## src/rtl/awid_pkg.sv

```systemverilog
// Package for the 4-to-5 horizontal widener: pixel and group types,
// output slot codes and the per-channel interpolation function.
// No dependencies.
package awid_pkg;

    localparam int CH_W     = 8;
    localparam int NUM_CH   = 3;
    localparam int PIX_W    = CH_W * NUM_CH;
    localparam int NUM_HELD = 3;
    localparam int SLOT_W   = 3;

    // output slot within a group of five
    localparam logic [SLOT_W-1:0] SLOT_P0  = 3'd0;
    localparam logic [SLOT_W-1:0] SLOT_Q1  = 3'd1;
    localparam logic [SLOT_W-1:0] SLOT_H2  = 3'd2;
    localparam logic [SLOT_W-1:0] SLOT_Q3  = 3'd3;
    localparam logic [SLOT_W-1:0] SLOT_P3  = 3'd4;

    // group position codes
    localparam logic [1:0] POS_FIRST  = 2'd0;
    localparam logic [1:0] POS_SECOND = 2'd1;
    localparam logic [1:0] POS_THIRD  = 2'd2;
    localparam logic [1:0] POS_FOURTH = 2'd3;

    typedef logic [PIX_W-1:0] pix_t;

    typedef struct packed {
        logic color;
        pix_t p3;
        pix_t p2;
        pix_t p1;
        pix_t p0;
    } group_t;

    function automatic logic [CH_W-1:0] interp_ch(
        input logic [SLOT_W-1:0] slot,
        input logic [CH_W-1:0]   a,
        input logic [CH_W-1:0]   b,
        input logic [CH_W-1:0]   c,
        input logic [CH_W-1:0]   d
    );
        logic [CH_W+1:0] sum;
        logic [CH_W-1:0] res;
        sum = '0;
        unique case (slot)
            SLOT_P0: res = a;
            SLOT_Q1:
            begin
                sum = {2'b00, b} + {1'b0, b, 1'b0} + {2'b00, a};
                res = sum[CH_W+1:2];
            end
            SLOT_H2:
            begin
                sum = {2'b00, c} + {2'b00, b};
                res = sum[CH_W:1];
            end
            SLOT_Q3:
            begin
                sum = {2'b00, d} + {1'b0, c, 1'b0} + {2'b00, c};
                res = sum[CH_W+1:2];
            end
            SLOT_P3: res = d;
            default: res = '0;
        endcase
        return res;
    endfunction

    function automatic pix_t interp_pix(
        input logic [SLOT_W-1:0] slot,
        input group_t            grp
    );
        pix_t res;
        for (int ch = 0; ch < NUM_CH; ch++) begin
            res[ch*CH_W +: CH_W] = interp_ch(slot,
                grp.p0[ch*CH_W +: CH_W], grp.p1[ch*CH_W +: CH_W],
                grp.p2[ch*CH_W +: CH_W], grp.p3[ch*CH_W +: CH_W]);
        end
        // grey mode keeps channel 0 only
        if (!grp.color) begin
            res[PIX_W-1:CH_W] = '0;
        end
        return res;
    endfunction

endpackage

```

## src/rtl/awid_gather.sv

```systemverilog
// Input side of the widener: holds the first three pixels of a group and
// loads a complete group register on the fourth. Uses awid_pkg.
module awid_gather (
    input  logic          clk,
    input  logic          rst_n,
    input  logic          s_axis_tvalid,
    output logic          s_axis_tready,
    input  awid_pkg::pix_t s_axis_tdata,    // ch0 [7:0], ch1 [15:8], ch2 [23:16]
    input  logic          s_axis_tuser,     // start_of_row
    input  logic          color_mode,
    input  logic          grp_take,
    output logic          grp_valid,
    output awid_pkg::group_t grp
);
    import awid_pkg::*;

    logic [1:0]  pos_reg, pos_next;
    logic [1:0]  eff_pos;
    pix_t        held_reg [NUM_HELD];
    group_t      grp_reg, grp_next;
    logic        grp_valid_reg, grp_valid_next;
    logic        accept;
    logic        slot_free;

    assign slot_free     = !grp_valid_reg || grp_take;
    assign s_axis_tready = (pos_reg != POS_FOURTH) || slot_free;
    assign accept        = s_axis_tvalid && s_axis_tready;
    assign eff_pos       = s_axis_tuser ? POS_FIRST : pos_reg;

    always_comb
    begin
        pos_next       = pos_reg;
        grp_next       = grp_reg;
        grp_valid_next = grp_valid_reg && !grp_take;
        if (accept) begin
            if (eff_pos == POS_FOURTH) begin
                pos_next       = POS_FIRST;
                grp_next.p0    = held_reg[0];
                grp_next.p1    = held_reg[1];
                grp_next.p2    = held_reg[2];
                grp_next.p3    = s_axis_tdata;
                grp_next.color = color_mode;
                grp_valid_next = 1'b1;
            end else begin
                pos_next = eff_pos + 2'd1;
            end
        end
    end

    always_ff @(posedge clk or negedge rst_n)
    begin
        if (!rst_n) begin
            pos_reg       <= POS_FIRST;
            grp_valid_reg <= 1'b0;
        end else begin
            pos_reg       <= pos_next;
            grp_valid_reg <= grp_valid_next;
        end
    end

    always_ff @(posedge clk)
    begin
        grp_reg <= grp_next;
        if (accept) begin
            unique case (eff_pos)
                POS_FIRST:  held_reg[0] <= s_axis_tdata;
                POS_SECOND: held_reg[1] <= s_axis_tdata;
                POS_THIRD:  held_reg[2] <= s_axis_tdata;
                POS_FOURTH: ;
            endcase
        end
    end

    assign grp_valid = grp_valid_reg;
    assign grp       = grp_reg;

endmodule

```

## src/rtl/awid_emit.sv

```systemverilog
// Output side of the widener, using awid_pkg, steps through the five slots of a
// group, interpolating one pixel per unstalled cycle into the output register.
module awid_emit (
    input  logic             clk,
    input  logic             rst_n,
    input  logic             grp_valid,
    input  awid_pkg::group_t grp,
    output logic             grp_take,
    output logic             m_axis_tvalid,
    input  logic             m_axis_tready,
    output awid_pkg::pix_t   m_axis_tdata,  // ch0 [7:0], ch1 [15:8], ch2 [23:16]
    output logic             m_axis_tlast   // last_of_group
);
    import awid_pkg::*;

    logic [SLOT_W-1:0] slot_reg, slot_next;
    logic              tvalid_reg, tvalid_next;
    pix_t              tdata_reg;
    logic              tlast_reg;
    logic              load;

    assign load     = grp_valid && (!tvalid_reg || m_axis_tready);
    assign grp_take = load && (slot_reg == SLOT_P3);

    always_comb
    begin
        slot_next   = slot_reg;
        tvalid_next = tvalid_reg && !m_axis_tready;
        if (load) begin
            tvalid_next = 1'b1;
            slot_next   = (slot_reg == SLOT_P3) ? SLOT_P0 : slot_reg + 3'd1;
        end
    end

    always_ff @(posedge clk or negedge rst_n)
    begin
        if (!rst_n) begin
            slot_reg   <= SLOT_P0;
            tvalid_reg <= 1'b0;
        end else begin
            slot_reg   <= slot_next;
            tvalid_reg <= tvalid_next;
        end
    end

    always_ff @(posedge clk)
    begin
        if (load) begin
            tdata_reg <= interp_pix(slot_reg, grp);
            tlast_reg <= (slot_reg == SLOT_P3);
        end
    end

    assign m_axis_tvalid = tvalid_reg;
    assign m_axis_tdata  = tdata_reg;
    assign m_axis_tlast  = tlast_reg;

endmodule

```

## src/rtl/aspect_widen_4_to_5_core.sv

```systemverilog
// Channel   | Dir | Handshake              | Payload
// s_axis    | in  | s_axis_tvalid/tready   | tdata: ch0,ch1,ch2; tuser: start_of_row
// m_axis    | out | m_axis_tvalid/tready   | tdata: ch0,ch1,ch2; tlast: last_of_group
// cfg       | in  | cfg_valid/cfg_ready    | cfg_data: color_mode
//
// Four pixels in give five pixels out; one output pixel per cycle while m_axis_tready
// holds, so the sustained intake is four pixels per five output pixels, set by the output register.
// A pixel is taken every cycle while a group waits, except the fourth pixel
// of the next group, which waits until the group register frees up.
// First output passes the group register, then the output register. Async reset clears
// the group position, valid flags and color_mode; cfg is always ready.
// Top level of the widener; uses awid_pkg, awid_gather and awid_emit.
module aspect_widen_4_to_5_core (
    input  logic           clk,
    input  logic           rst_n,
    input  logic           s_axis_tvalid,
    output logic           s_axis_tready,
    input  awid_pkg::pix_t s_axis_tdata,   // pixel_ch0 [7:0], pixel_ch1 [15:8], pixel_ch2 [23:16]
    input  logic           s_axis_tuser,   // start_of_row
    output logic           m_axis_tvalid,
    input  logic           m_axis_tready,
    output awid_pkg::pix_t m_axis_tdata,   // out_ch0 [7:0], out_ch1 [15:8], out_ch2 [23:16]
    output logic           m_axis_tlast,   // last_of_group
    input  logic           cfg_valid,
    output logic           cfg_ready,
    input  logic           cfg_data        // color_mode
);
    import awid_pkg::*;

    logic   color_mode_reg;
    logic   grp_valid;
    logic   grp_take;
    group_t grp;

    assign cfg_ready = 1'b1;

    always_ff @(posedge clk or negedge rst_n)
    begin
        if (!rst_n) begin
            color_mode_reg <= 1'b0;
        end else if (cfg_valid) begin
            color_mode_reg <= cfg_data;
        end
    end

    awid_gather u_gather (
        .clk           (clk),
        .rst_n         (rst_n),
        .s_axis_tvalid (s_axis_tvalid),
        .s_axis_tready (s_axis_tready),
        .s_axis_tdata  (s_axis_tdata),
        .s_axis_tuser  (s_axis_tuser),
        .color_mode    (color_mode_reg),
        .grp_take      (grp_take),
        .grp_valid     (grp_valid),
        .grp           (grp)
    );

    awid_emit u_emit (
        .clk           (clk),
        .rst_n         (rst_n),
        .grp_valid     (grp_valid),
        .grp           (grp),
        .grp_take      (grp_take),
        .m_axis_tvalid (m_axis_tvalid),
        .m_axis_tready (m_axis_tready),
        .m_axis_tdata  (m_axis_tdata),
        .m_axis_tlast  (m_axis_tlast)
    );

endmodule
```

## config.mk

```make
export PLATFORM = sky130hd
export DESIGN_NAME = aspect_widen_4_to_5_core
export DESIGN_NICKNAME = d
export VERILOG_FILES = /design/src/rtl/awid_pkg.sv /design/src/rtl/awid_gather.sv /design/src/rtl/awid_emit.sv /design/src/rtl/aspect_widen_4_to_5_core.sv
export SDC_FILE = /design/constraint.sdc
export NUM_CORES = 1
export LEC_CHECK = 0
export ABC_AREA = 1
export BUFFER_PORTS_ARGS = -buffer_cell sky130_fd_sc_hd__buf_4
export CORE_AREA = 2 2 165 167
export CTS_CLUSTER_SIZE = 20
export DETAILED_ROUTE_END_ITERATION = 8
export DIE_AREA = 0 0 167 169
export MAX_ROUTING_LAYER = met4
export PLACE_DENSITY = 0.63
export SLEW_MARGIN = 20
export SYNTH_ARGS = -nofsm -noshare
export SYNTH_HDL_FRONTEND = slang
export SYNTH_HIERARCHICAL = 1
export SYNTH_SLANG_ARGS = --single-unit
```

## constraint.sdc

```tcl
create_clock -name clk -period 9.6 [get_ports clk]
set_clock_uncertainty 0.15 [all_clocks]
set_input_delay 1.92 -clock clk [delete_from_list [all_inputs] [get_ports clk]]
set_output_delay 1.92 -clock clk [all_outputs]
set_load 0.01 [all_outputs]
```

==> results of run 1 <==
power by group:
part           switching (uW)  leakage, uW  internal (uW)
Sequential               61.6      0.00188           1140
Clock                     333     0.000341            487
Combinational             587      0.00325            332
Total                     982      0.00547           1960
worst max-delay path: stages:
cell,delay [ns]
buf_4,0.11
o21ai_0,0.28
nor2_1,0.12
nor2_4,0.13
nand2_2,0.09
buf_4,0.15
final timing paths:
check / startpoint / cells after the start / slack [ns] / end
setup reg to reg: u_emit/slot_reg[0] / 9 / 6.46 / u_gather/grp[86]
hold reg to reg: u_gather/held_reg[0][48] / 0 / 0.26 / u_gather/grp[48]
setup / recovery: m_axis_tready / 6 / 4.72 / s_axis_tready
max in group asynchronous: rst_n / 1 / 8.09 / u_emit/slot_reg[1]
hold / removal: u_gather/held_reg[0][48] / 0 / 0.26 / u_gather/grp[48]
min in group asynchronous: rst_n / 1 / 1.08 / color_mode_reg
layer usage:
metal  vias up  GRT usage (%)  part of all wire [%]
li1       3671              -                     -
met1      3504          23.91                    46
met2       188          27.86                    46
met3        46          2.151                   6.0
met4         0          5.097                   2.2
met5         -              -                     0
kinds of logic (layout without fill, tap and decap cells):
kind of cell	Yosys count	count (layout)	synth area share, %
AOI/OAI and AO/OA	126	126	6.714
xor gates and xnor gates	5	5	0.3923
adders and majority gates	120	120	16.88
buffers and inverters	169	259	6.131
DFF	202	202	53.98
other	1	1	0.03359
and+or+nand+nor	408	408	15.87
layout make-up:
| cell class | instances | area, um^2 |
|---|---|---|
| Clock buffer | 23 | 575.6 |
| Clock inverter | 16 | 132.6 |
| Fill cell | 2432 | 13820 |
| Inverter | 158 | 594.3 |
| Multi-Input combinational cell | 660 | 4461 |
| Sequential cell | 202 | 6026 |
| Tap cell | 341 | 426.7 |
| Timing Repair Buffer | 62 | 465.4 |
per-stage QoR:
| step | area, um^2 | setup WS [ns] | power (uW) |
|---|---|---|---|
| after CTS | 12680 | 4.725 | 2965 |
| after global placement | 11970 | 4.737 | 2116 |
| after floorplan | 11160 | 4.614 | 1829 |
| after detailed placement | 11970 | 4.735 | 2137 |
| final | 12680 | 4.720 | 2942 |
| after global routing | 12680 | 4.640 | 3119 |
cells in the final DEF (no fill, tap or decap), types with 4 or more instances in the layout:
cell type  synthesis  final
nand2_1          232    232
edfxtp_1         194    194
inv_1            153    152
nand3_1           75     75
ha_1              69     69
buf_4              4     62
a21oi_1           56     56
fa_1              51     51
nor2_1            50     49
o21ai_0           29     29
nand4_1           27     27
clkbuf_16          0     23
a22o_1            15     15
clkinv_1           1      9
nand2_2            9      9
dfrtp_1            8      8
nor2_2             4      5
inv_2              4      4
o211ai_1           4      4
xnor2_1            4      4
o22ai_1            4      4
==> impl_metrics.json, run 1 <==
{
  "ys.flop_type": "edfxtp_1",
  "track_usage_pct": 17.54,
  "clk_pin_slew_ns": 0.06,
  "nets": 1257,
  "gp_congestion": 0.9061,
  "fp.dieH_um": 169,
  "synth_area_um2": 11160,
  "port_buffers": 57,
  "yosysSeqAreaShare_pct": 53.98,
  "ant_nets": 0,
  "p_per_area_nw_per_um2": 232.0,
  "postSynthNetCount": 1182,
  "async_flop_share_pct": 3.960,
  "vdd_drop_max_v": 0.0001630,
  "core_um2": 26500,
  "io_pins": 59,
  "rsz0062_at_grt": "false",
  "max-cap-violations": 0,
  "area_growth_pct": 13.60,
  "dp_hpwl_mm": 17.07,
  "initial_utilization_pct": 42.12,
  "ys_top_cells_by_area": "edfxtp_1, fa_1, nand2_1",
  "antennaDiodeCount": 0,
  "final_util_pct": 47.85,
  "grt_pass1_wl_mm": 38.24,
  "tightest_slew_ns": 0.9219,
  "drt-vias-per-instance": 5.068,
  "cts_root_buf": "clkbuf_16",
  "synth.avg_cell_area_um2": 10.83,
  "finalSetupTns_ns": 0,
  "clockBufferDepth": 3,
  "grt_overflow": 0,
  "finalNonFillerCells": 1462,
  "p_leak_uw": 0.005470,
  "slew_violations": 0,
  "period_needed_ns": 4.880,
  "finalCritPeriodShare_pct": 50.84,
  "cts_sinks": 202,
  "yosys.area.top_type": "edfxtp_1",
  "finalHoldViolCount": 0,
  "synth_edf_count": 194,
  "whs_ns": 0.2624,
  "synth.top_cell.area_share_pct": 52.19,
  "drt_iter0_markers": 570,
  "vias": 7409,
  "cp.arrival_ns": 2.81,
  "grt_pass1_vias": 7516,
  "synth-seq-cells": 202,
  "outcome": "complete, no violations",
  "fmax_mhz": 204.9,
  "largest_reg_flops": 97,
  "place.detailed.instances": 1423,
  "die_area_um2": 28220,
  "wl_mm": 23.59,
  "dr.pass1.iters": 5,
  "fp-row-count": 60,
  "antenna_found_initial": 0,
  "yosysMostFrequentCell": "nand2_1",
  "yosysUniqueCellTypes": 43,
  "hold_buffers": 0,
  "setup_violations": 0,
  "clk_latency_ns": 0.51,
  "slew_headroom_pct": 38.54,
  "worstPathRequired_ns": 7.53,
  "synth_commonest_cells": "nand2_1, edfxtp_1, inv_1",
  "post-cts-setup-buffer-count": 0,
  "drc_errors": 0,
  "hp-class": "register to register",
  "synth_cells": 1031,
  "drive_gt1_share_pct": 10.79,
  "grt_max_degree": 68,
  "cp_max_fo": 5,
  "cts_resized": 0,
  "cts_inserted_buffers": 22,
  "wl_per_cell_um": 16.13,
  "worstSetupStartpointType": "input pin",
  "ys_warn_count": 6,
  "cp-end-kind": "primary output",
  "die-width_um": 167,
  "cts_tree": "done",
  "path_class": "input pin to primary output",
  "htreeDepth": 1
}
Note: power is estimated with default switching activity, not from simulation.
==> inputs of run 2 (changes only) <==
--- a/config.mk
+++ b/config.mk
@@ -5,14 +5,14 @@
 export SDC_FILE = /design/constraint.sdc
 export NUM_CORES = 1
 export LEC_CHECK = 0
-export ABC_AREA = 1
+export ABC_AREA = 0
 export BUFFER_PORTS_ARGS = -buffer_cell sky130_fd_sc_hd__buf_4
-export CORE_AREA = 2 2 165 167
+export CORE_AREA = 2 2 160 162
 export CTS_CLUSTER_SIZE = 20
 export DETAILED_ROUTE_END_ITERATION = 8
-export DIE_AREA = 0 0 167 169
+export DIE_AREA = 0 0 162 164
 export MAX_ROUTING_LAYER = met4
-export PLACE_DENSITY = 0.63
+export PLACE_DENSITY = 0.65
 export SLEW_MARGIN = 20
 export SYNTH_ARGS = -nofsm -noshare
 export SYNTH_HDL_FRONTEND = slang
==> constraint.sdc (replaced) <==
create_clock -name clk -period 3.9 [get_ports clk]
set_clock_uncertainty 0.15 [all_clocks]
set_input_delay 0.78 -clock clk [delete_from_list [all_inputs] [get_ports clk]]
set_output_delay 0.78 -clock clk [all_outputs]
set_load 0.01 [all_outputs]
==> run 2 against run 1 <==
Sequential power rose to 2.5 times the previous value. Non-clock buffer count rose by 8. Synthesized cell count fell by 26%. Critical path depth rose by 5. Global-route usage fell by 0.45 points. Clock power rose to 2.6 times the previous value. Register-to-register slack got worse by 5.7 ns. Core utilization rose by 1.6 points. Cell count fell by 19%. Critical endpoint is now u_emit/m_axis_tdata[23].
==> impl_metrics.json, run 2 <==
{
  "yosys.area_share.simple_pct": 6.545,
  "total_power_uw": 7813,
  "path_class": "register to register",
  "ys_top_cells_by_area": "edfxtp_1, fa_1, ha_1",
  "cp.arrival_ns": 3.20,
  "drive_gt1_share_pct": 16.61,
  "grt_pass1_wl_mm": 34.44,
  "period_needed_ns": 3.114,
  "combinationalPowerShare_pct": 33.7,
  "antenna_found_initial": 0,
  "io_pins": 59,
  "yosysSeqAreaShare_pct": 56.89,
  "ant_nets": 0,
  "synth_compound_area_share_pct": 11.42,
  "synth_top_family_by_area": "adder cells",
  "post-cts-setup-buffer-count": 0,
  "finalSetupTns_ns": 0,
  "setup_violations": 0,
  "worstSetupStartpointType": "register",
  "tightest_slew_ns": 0.7110,
  "dp_hpwl_mm": 15.44,
  "drt_iter0_markers": 309,
  "nets": 991,
  "fp-row-count": 58,
  "cts_root_buf": "clkbuf_16",
  "port_buffers": 57,
  "worstPathRequired_ns": 3.99,
  "clk_pin_slew_ns": 0.06,
  "pwr-share-seq_pct": 38.6,
  "htreeDepth": 1,
  "critPathMaxStageDelay_ns": 0.50,
  "gp_congestion": 0.8309,
  "postSynthNetCount": 910,
  "track_usage_pct": 17.08,
  "grt_pass1_vias": 6546,
  "crit_chain": "inv_1 -> fa_1 -> and3b_1 -> fa_1 -> a21oi_1 -> o21ai_0 -> o21a_1 -> nor2_1 -> nor2b_1 -> o31ai_1 -> a31oi_1",
  "p_leak_uw": 0.004556,
  "grt_max_degree": 67,
  "finalCritPeriodShare_pct": 79.84,
  "final_cell_mix": "edfxtp_1, ha_1, buf_4, a21oi_1, fa_1",
  "yosys.area.top_type": "edfxtp_1",
  "internal-power_uw": 5257,
  "core_um2": 24820,
  "yosysMostFrequentCell": "edfxtp_1",
  "crit_top_cell": "fa_1",
  "sw_frac_of_total_pct": 32.72,
  "cp-end-kind": "register",
  "outcome": "complete, no violations",
  "largest_reg_flops": 97,
  "slew_headroom_pct": 52.48,
  "wl_mm": 21.74,
  "dr.pass1.iters": 5,
  "p_per_area_nw_per_um2": 636.0,
  "synth.top_cell.area_share_pct": 55.00,
  "clk_latency_ns": 0.51,
  "vdd_drop_max_v": 0.0002952,
  "cts_tree": "done",
  "synth_area_um2": 10590,
  "vias": 6259,
  "hold_buffers": 1,
  "die_area_um2": 26570,
  "synthXorXnorAreaFrac_pct": 2.977,
  "final_common_cell": "edfxtp_1",
  "ys.flop_type": "edfxtp_1",
  "drc_errors": 0,
  "synth_cells": 759,
  "rsz0062_at_grt": "false",
  "synth_edf_count": 194,
  "power_frac_clock_pct": 27.6,
  "synth_commonest_cells": "edfxtp_1, ha_1, a21oi_1",
  "cts_sinks": 202,
  "drt-vias-per-instance": 5.282,
  "cp_max_fo": 4,
  "cts_resized": 0,
  "fmax_mhz": 321.1,
  "die-width_um": 162,
  "finalHoldViolCount": 0,
  "wl_per_cell_um": 18.34,
  "hp-class": "register to register",
  "synthAdderAreaFrac_pct": 17.79,
  "initial_utilization_pct": 42.67,
  "crit_slowest_cell": "fa_1",
  "p_sw_uw": 2556,
  "area_growth_pct": 15.98,
  "grt_overflow": 0,
  "ys_warn_count": 6,
  "clockBufferDepth": 3,
  "synth.avg_cell_area_um2": 13.95,
  "cts_inserted_buffers": 23,
  "synth-seq-cells": 202,
  "muxShareOfSynthArea_pct": 2.256,
  "antennaDiodeCount": 0,
  "max-cap-violations": 0,
  "async_flop_share_pct": 3.960,
  "fp.dieH_um": 164,
  "slew_violations": 0,
  "yosysUniqueCellTypes": 61
}
==> run 2: power groups by stage <==
stage	Sequential, uW	Combinational, uW	Clock (uW)
3_3_place_gp	3060	2580	0
2_1_floorplan	3070	1710	0
6_report	3020	2640	2160
5_1_grt	3060	2920	2300
3_5_place_dp	3070	2620	0
4_1_cts	3020	2630	2220
==> run 2: final timing paths <==
path | start | slack (ns) | to | cells after the start
setup / recovery | u_gather/grp[40] | 0.79 | u_emit/m_axis_tdata[23] | 11
hold / removal | u_gather/held_reg[0][19] | 0.26 | u_gather/grp[19] | 0
setup reg to reg | u_gather/grp[40] | 0.79 | u_emit/m_axis_tdata[23] | 11
hold reg to reg | u_gather/held_reg[0][19] | 0.26 | u_gather/grp[19] | 0
max in group asynchronous | rst_n | 2.97 | u_emit/slot_reg[1] | 2
min in group asynchronous | rst_n | 0.48 | u_emit/slot_reg[2] | 2
==> run 2: cell type report <==
class                   instances  area [um^2]
flip-flops and latches        202         6026
well taps                     330        412.9
multi-input cells             501         4380
fillers                      2146        12530
clock inverters                12        152.6
clock buffers                  28        614.3
inverters                      42        157.7
repair buffers                 70        540.5
==> run 2: worst max-delay path: cells and delay by family, from the launching register on <==
family | cells | cell delay [ns]
buffers and inverters | 1 | 0.08
AOI/OAI and AO/OA | 5 | 0.89
adders and majority gates | 2 | 0.90
and+or+nand+nor | 3 | 0.41
DFF | 1 | 0.41
==> run 2: routing by layer <==
layer  up-vias  track usage (%)  wire length [um]  part of all wire [%]
li1       3019                -                 -                     -
met1      3069            22.83             10170                    47
met2       147            27.95             10300                    47
met3        24            2.449               938                   4.3
met4         0            3.982               331                   1.5
met5         -                -                 0                     0
==> run 2: cells by family (layout without fill, tap and decap cells) <==
| group | Yosys count | count (layout) |
|---|---|---|
| simple gates | 138 | 138 |
| xor+xnor | 36 | 36 |
| buf+inv | 56 | 152 |
| compound gates | 185 | 185 |
| other cells | 1 | 1 |
| mux | 21 | 21 |
| flops | 202 | 202 |
| fa+ha+maj | 120 | 120 |
==> run 2: per-stage QoR <==
step | hold WS (ns) | utilization (%) | std cells | cell area (um^2) | setup slack, ns
2_1_floorplan | 0.2503 | - | 759 | 10600 | 0.4761
3_3_place_gp | 0.2507 | 46.37 | 1144 | 11510 | 0.8599
3_5_place_dp | 0.2545 | 46.37 | 1144 | 11510 | 0.8126
4_1_cts | 0.2599 | 49.50 | 1185 | 12280 | 0.8006
5_1_grt | 0.2696 | 49.50 | 1185 | 12280 | 0.5598
6_report | 0.2622 | 49.50 | 1185 | 12280 | 0.7861
==> inputs of run 3 (changes only) <==
--- a/config.mk
+++ b/config.mk
@@ -5,14 +5,14 @@
 export SDC_FILE = /design/constraint.sdc
 export NUM_CORES = 1
 export LEC_CHECK = 0
-export ABC_AREA = 0
+export ABC_AREA = 1
 export BUFFER_PORTS_ARGS = -buffer_cell sky130_fd_sc_hd__buf_4
-export CORE_AREA = 2 2 160 162
+export CORE_AREA = 2 2 165 167
 export CTS_CLUSTER_SIZE = 20
 export DETAILED_ROUTE_END_ITERATION = 8
-export DIE_AREA = 0 0 162 164
+export DIE_AREA = 0 0 167 169
 export MAX_ROUTING_LAYER = met4
-export PLACE_DENSITY = 0.65
+export PLACE_DENSITY = 0.63
 export SLEW_MARGIN = 20
 export SYNTH_ARGS = -nofsm -noshare
 export SYNTH_HDL_FRONTEND = slang
==> constraint.sdc (replaced) <==
create_clock -name clk -period 3 [get_ports clk]
set_clock_uncertainty 0.15 [all_clocks]
set_input_delay 0.6 -clock clk [delete_from_list [all_inputs] [get_ports clk]]
set_output_delay 0.6 -clock clk [all_outputs]
set_load 0.01 [all_outputs]
==> run 3 against run 2 <==
Die area up 6.2%. Core utilization fell by 1.5 points. Combinational power grew 15%. Critical endpoint is now u_emit/m_axis_tdata[7]. Highest routed layer unchanged.
==> impl_metrics.json, run 3 (same netlist as run 1, synthesis figures left out) <==
{
  "cts_resized": 0,
  "nets": 1262,
  "grt_overflow": 0,
  "dr_wl_met2_mm": 11.18,
  "path_class": "register to register",
  "final_cell_area_um2": 12720,
  "min_path_cells": 1,
  "grt_max_degree": 98,
  "max-cap-violations": 0,
  "p_leak_uw": 0.005476,
  "rsz0062_at_grt": "false",
  "whs_ns": 0.1424,
  "cts_tree": "done",
  "cts_root_buf": "clkbuf_16",
  "wl_met3_mm": 1.521,
  "antenna_found_initial": 0,
  "period_needed_ns": 2.727,
  "place_ws_ns": 0.3013,
  "gp_congestion": 0.9388,
  "cp-end-kind": "register",
  "slew_violations": 0,
  "p_per_area_nw_per_um2": 731.7,
  "setup_violations": 0,
  "crit_slowest_cell": "fa_1",
  "critPathMaxStageDelay_ns": 0.51,
  "reg2reg_depth": 14,
  "drc_errors": 0,
  "vias": 7534,
  "core_um2": 26500,
  "wl_mm": 24.22,
  "port_buffers": 57,
  "cts_sinks": 202,
  "whs_endpoint": "u_gather/held_reg[0][46]",
  "cp.arrival_ns": 2.81,
  "final_common_cell": "nand2_1",
  "hp-class": "input pin to register",
  "initial_utilization_pct": 42.12,
  "routed.top_layer": "met4",
  "crit_chain": "inv_1 -> fa_1 -> inv_1 -> nand3_1 -> inv_1 -> fa_1 -> nand3_1 -> nand2_1 -> nand2_1 -> nand3_1 -> nand2_1 -> nand3_1 -> nand2_1 -> nand4_1",
  "grt_pass1_wl_mm": 38.48,
  "fp.dieH_um": 169,
  "slew_headroom_pct": 55.09,
  "die-width_um": 167,
  "r2r-end": "u_emit/m_axis_tdata[7]",
  "worstSetupStartpointType": "register",
  "grt_pass1_vias": 7437,
  "io_pins": 59,
  "critPathTopFamily": "adder cells",
  "outcome": "complete, no violations",
  "dr.pass1.iters": 5,
  "finalWorstSetupSlack_ns": 0.2729,
  "worstPathRequired_ns": 3.08,
  "place_area_um2": 12070,
  "cp_max_fo": 3,
  "ant_nets": 0,
  "vdd_drop_max_v": 0.0005911,
  "wl_per_cell_um": 16.53,
  "finalCritPeriodShare_pct": 90.90,
  "final_cell_mix": "nand2_1, edfxtp_1, inv_1, nand3_1, ha_1",
  "fp-row-count": 60,
  "cts_inserted_buffers": 22,
  "worstHoldStart": "s_axis_tdata[22]",
  "tightest_slew_ns": 0.6730,
  "drt-vias-per-instance": 5.143,
  "largest_reg_flops": 97,
  "drive_gt1_share_pct": 11.12,
  "reg2reg_setup_slack_ns": 0.27,
  "drt_iter0_markers": 531,
  "dp_hpwl_mm": 17.37,
  "finalHoldViolCount": 0,
  "track_usage_pct": 17.75,
  "clockBufferDepth": 3,
  "die_area_um2": 28220,
  "clk_pin_slew_ns": 0.06,
  "fmax_mhz": 366.7,
  "reg2reg_from": "u_gather/grp[49]",
  "htreeDepth": 1,
  "area_growth_pct": 13.93,
  "clk_latency_ns": 0.51,
  "antennaDiodeCount": 0,
  "crit_buf_inv": 3,
  "wl_met1_mm": 10.79
}
[run 3: cell count changes in the layout (fill, tap and decap cells not counted), sizes merged, moves of 11 or more]
cell,before,now
nand3,7,75
xnor2,20,4
nand2b,14,2
nand2,43,243
inv,44,156
nor2,33,55
a22o,0,15
a22oi,21,0
nand4,3,27
mux2,20,0
xor2,16,1
nor2b,11,0
[run 3: power breakdown]
group | internal, uW | leakage [uW] | total, uW | switching (uW)
clock | 1400 | 0.000308 | 2410 | 1020
sequential | 3650 | 0.00188 | 3870 | 212
combinational | 1120 | 0.00329 | 3030 | 1900
total | 6170 | 0.00548 | 9310 | 3130
[run 3: metal layers]
metal	up-vias	track usage (%)
met5	-	-
met1	3581	23.52
li1	3669	-
met4	0	6.109
met2	231	28.29
met3	53	2.502
[run 3: what timing repair did]
item,in CTS,in global routing
hold buffers,1,0
endpoints found under the hold margin,8,0
buffers inserted,0,0
[run 3: worst max path at each step]
stage	from	endpoint	slack [ns]	cells after the start
floorplan	m_axis_tready	u_gather/grp[0]	-0.03	6
detailed placement	u_gather/grp[49]	u_emit/m_axis_tdata[7]	0.30	14
global route	u_gather/grp[49]	u_emit/m_axis_tdata[7]	0.05	14
CTS	u_gather/grp[49]	u_emit/m_axis_tdata[7]	0.28	14
finish	u_gather/grp[49]	u_emit/m_axis_tdata[7]	0.27	14
global placement	u_gather/grp[49]	u_emit/m_axis_tdata[7]	0.36	14
[run 3: stage by stage]
step / std cells / total power [uW] / setup TNS, ns / util, %
6_report: 1465 / 9306 / 0 / 47.99
5_1_grt: 1465 / 9851 / 0 / 47.99
4_1_cts: 1465 / 9382 / 0 / 47.99
3_5_place_dp: 1427 / 6943 / 0 / 45.56
3_3_place_gp: 1427 / 6879 / 0 / 45.56
2_1_floorplan: 1031 / 5903 / -2.842 / -
[run 3: cell type report]
cell class              count  area (um^2)
clock buffers              31        605.6
clock inverters             6        30.03
repair buffers             67        518.0
multi-input cells         660         4516
well taps                 341        426.7
flip-flops and latches    202         6026
fillers                  2414        13780
inverters                 158        596.8
[run 3: worst register-to-register path, stage by stage (launching register included)]
cell and delay (ns):
edfxtp_1 0.42, inv_1 0.12, fa_1 0.51, inv_1 0.04, nand3_1 0.08, inv_1 0.06, fa_1 0.40, nand3_1 0.11
nand2_1 0.09, nand2_1 0.12, nand3_1 0.08, nand2_1 0.08, nand3_1 0.07, nand2_1 0.06, nand4_1 0.08
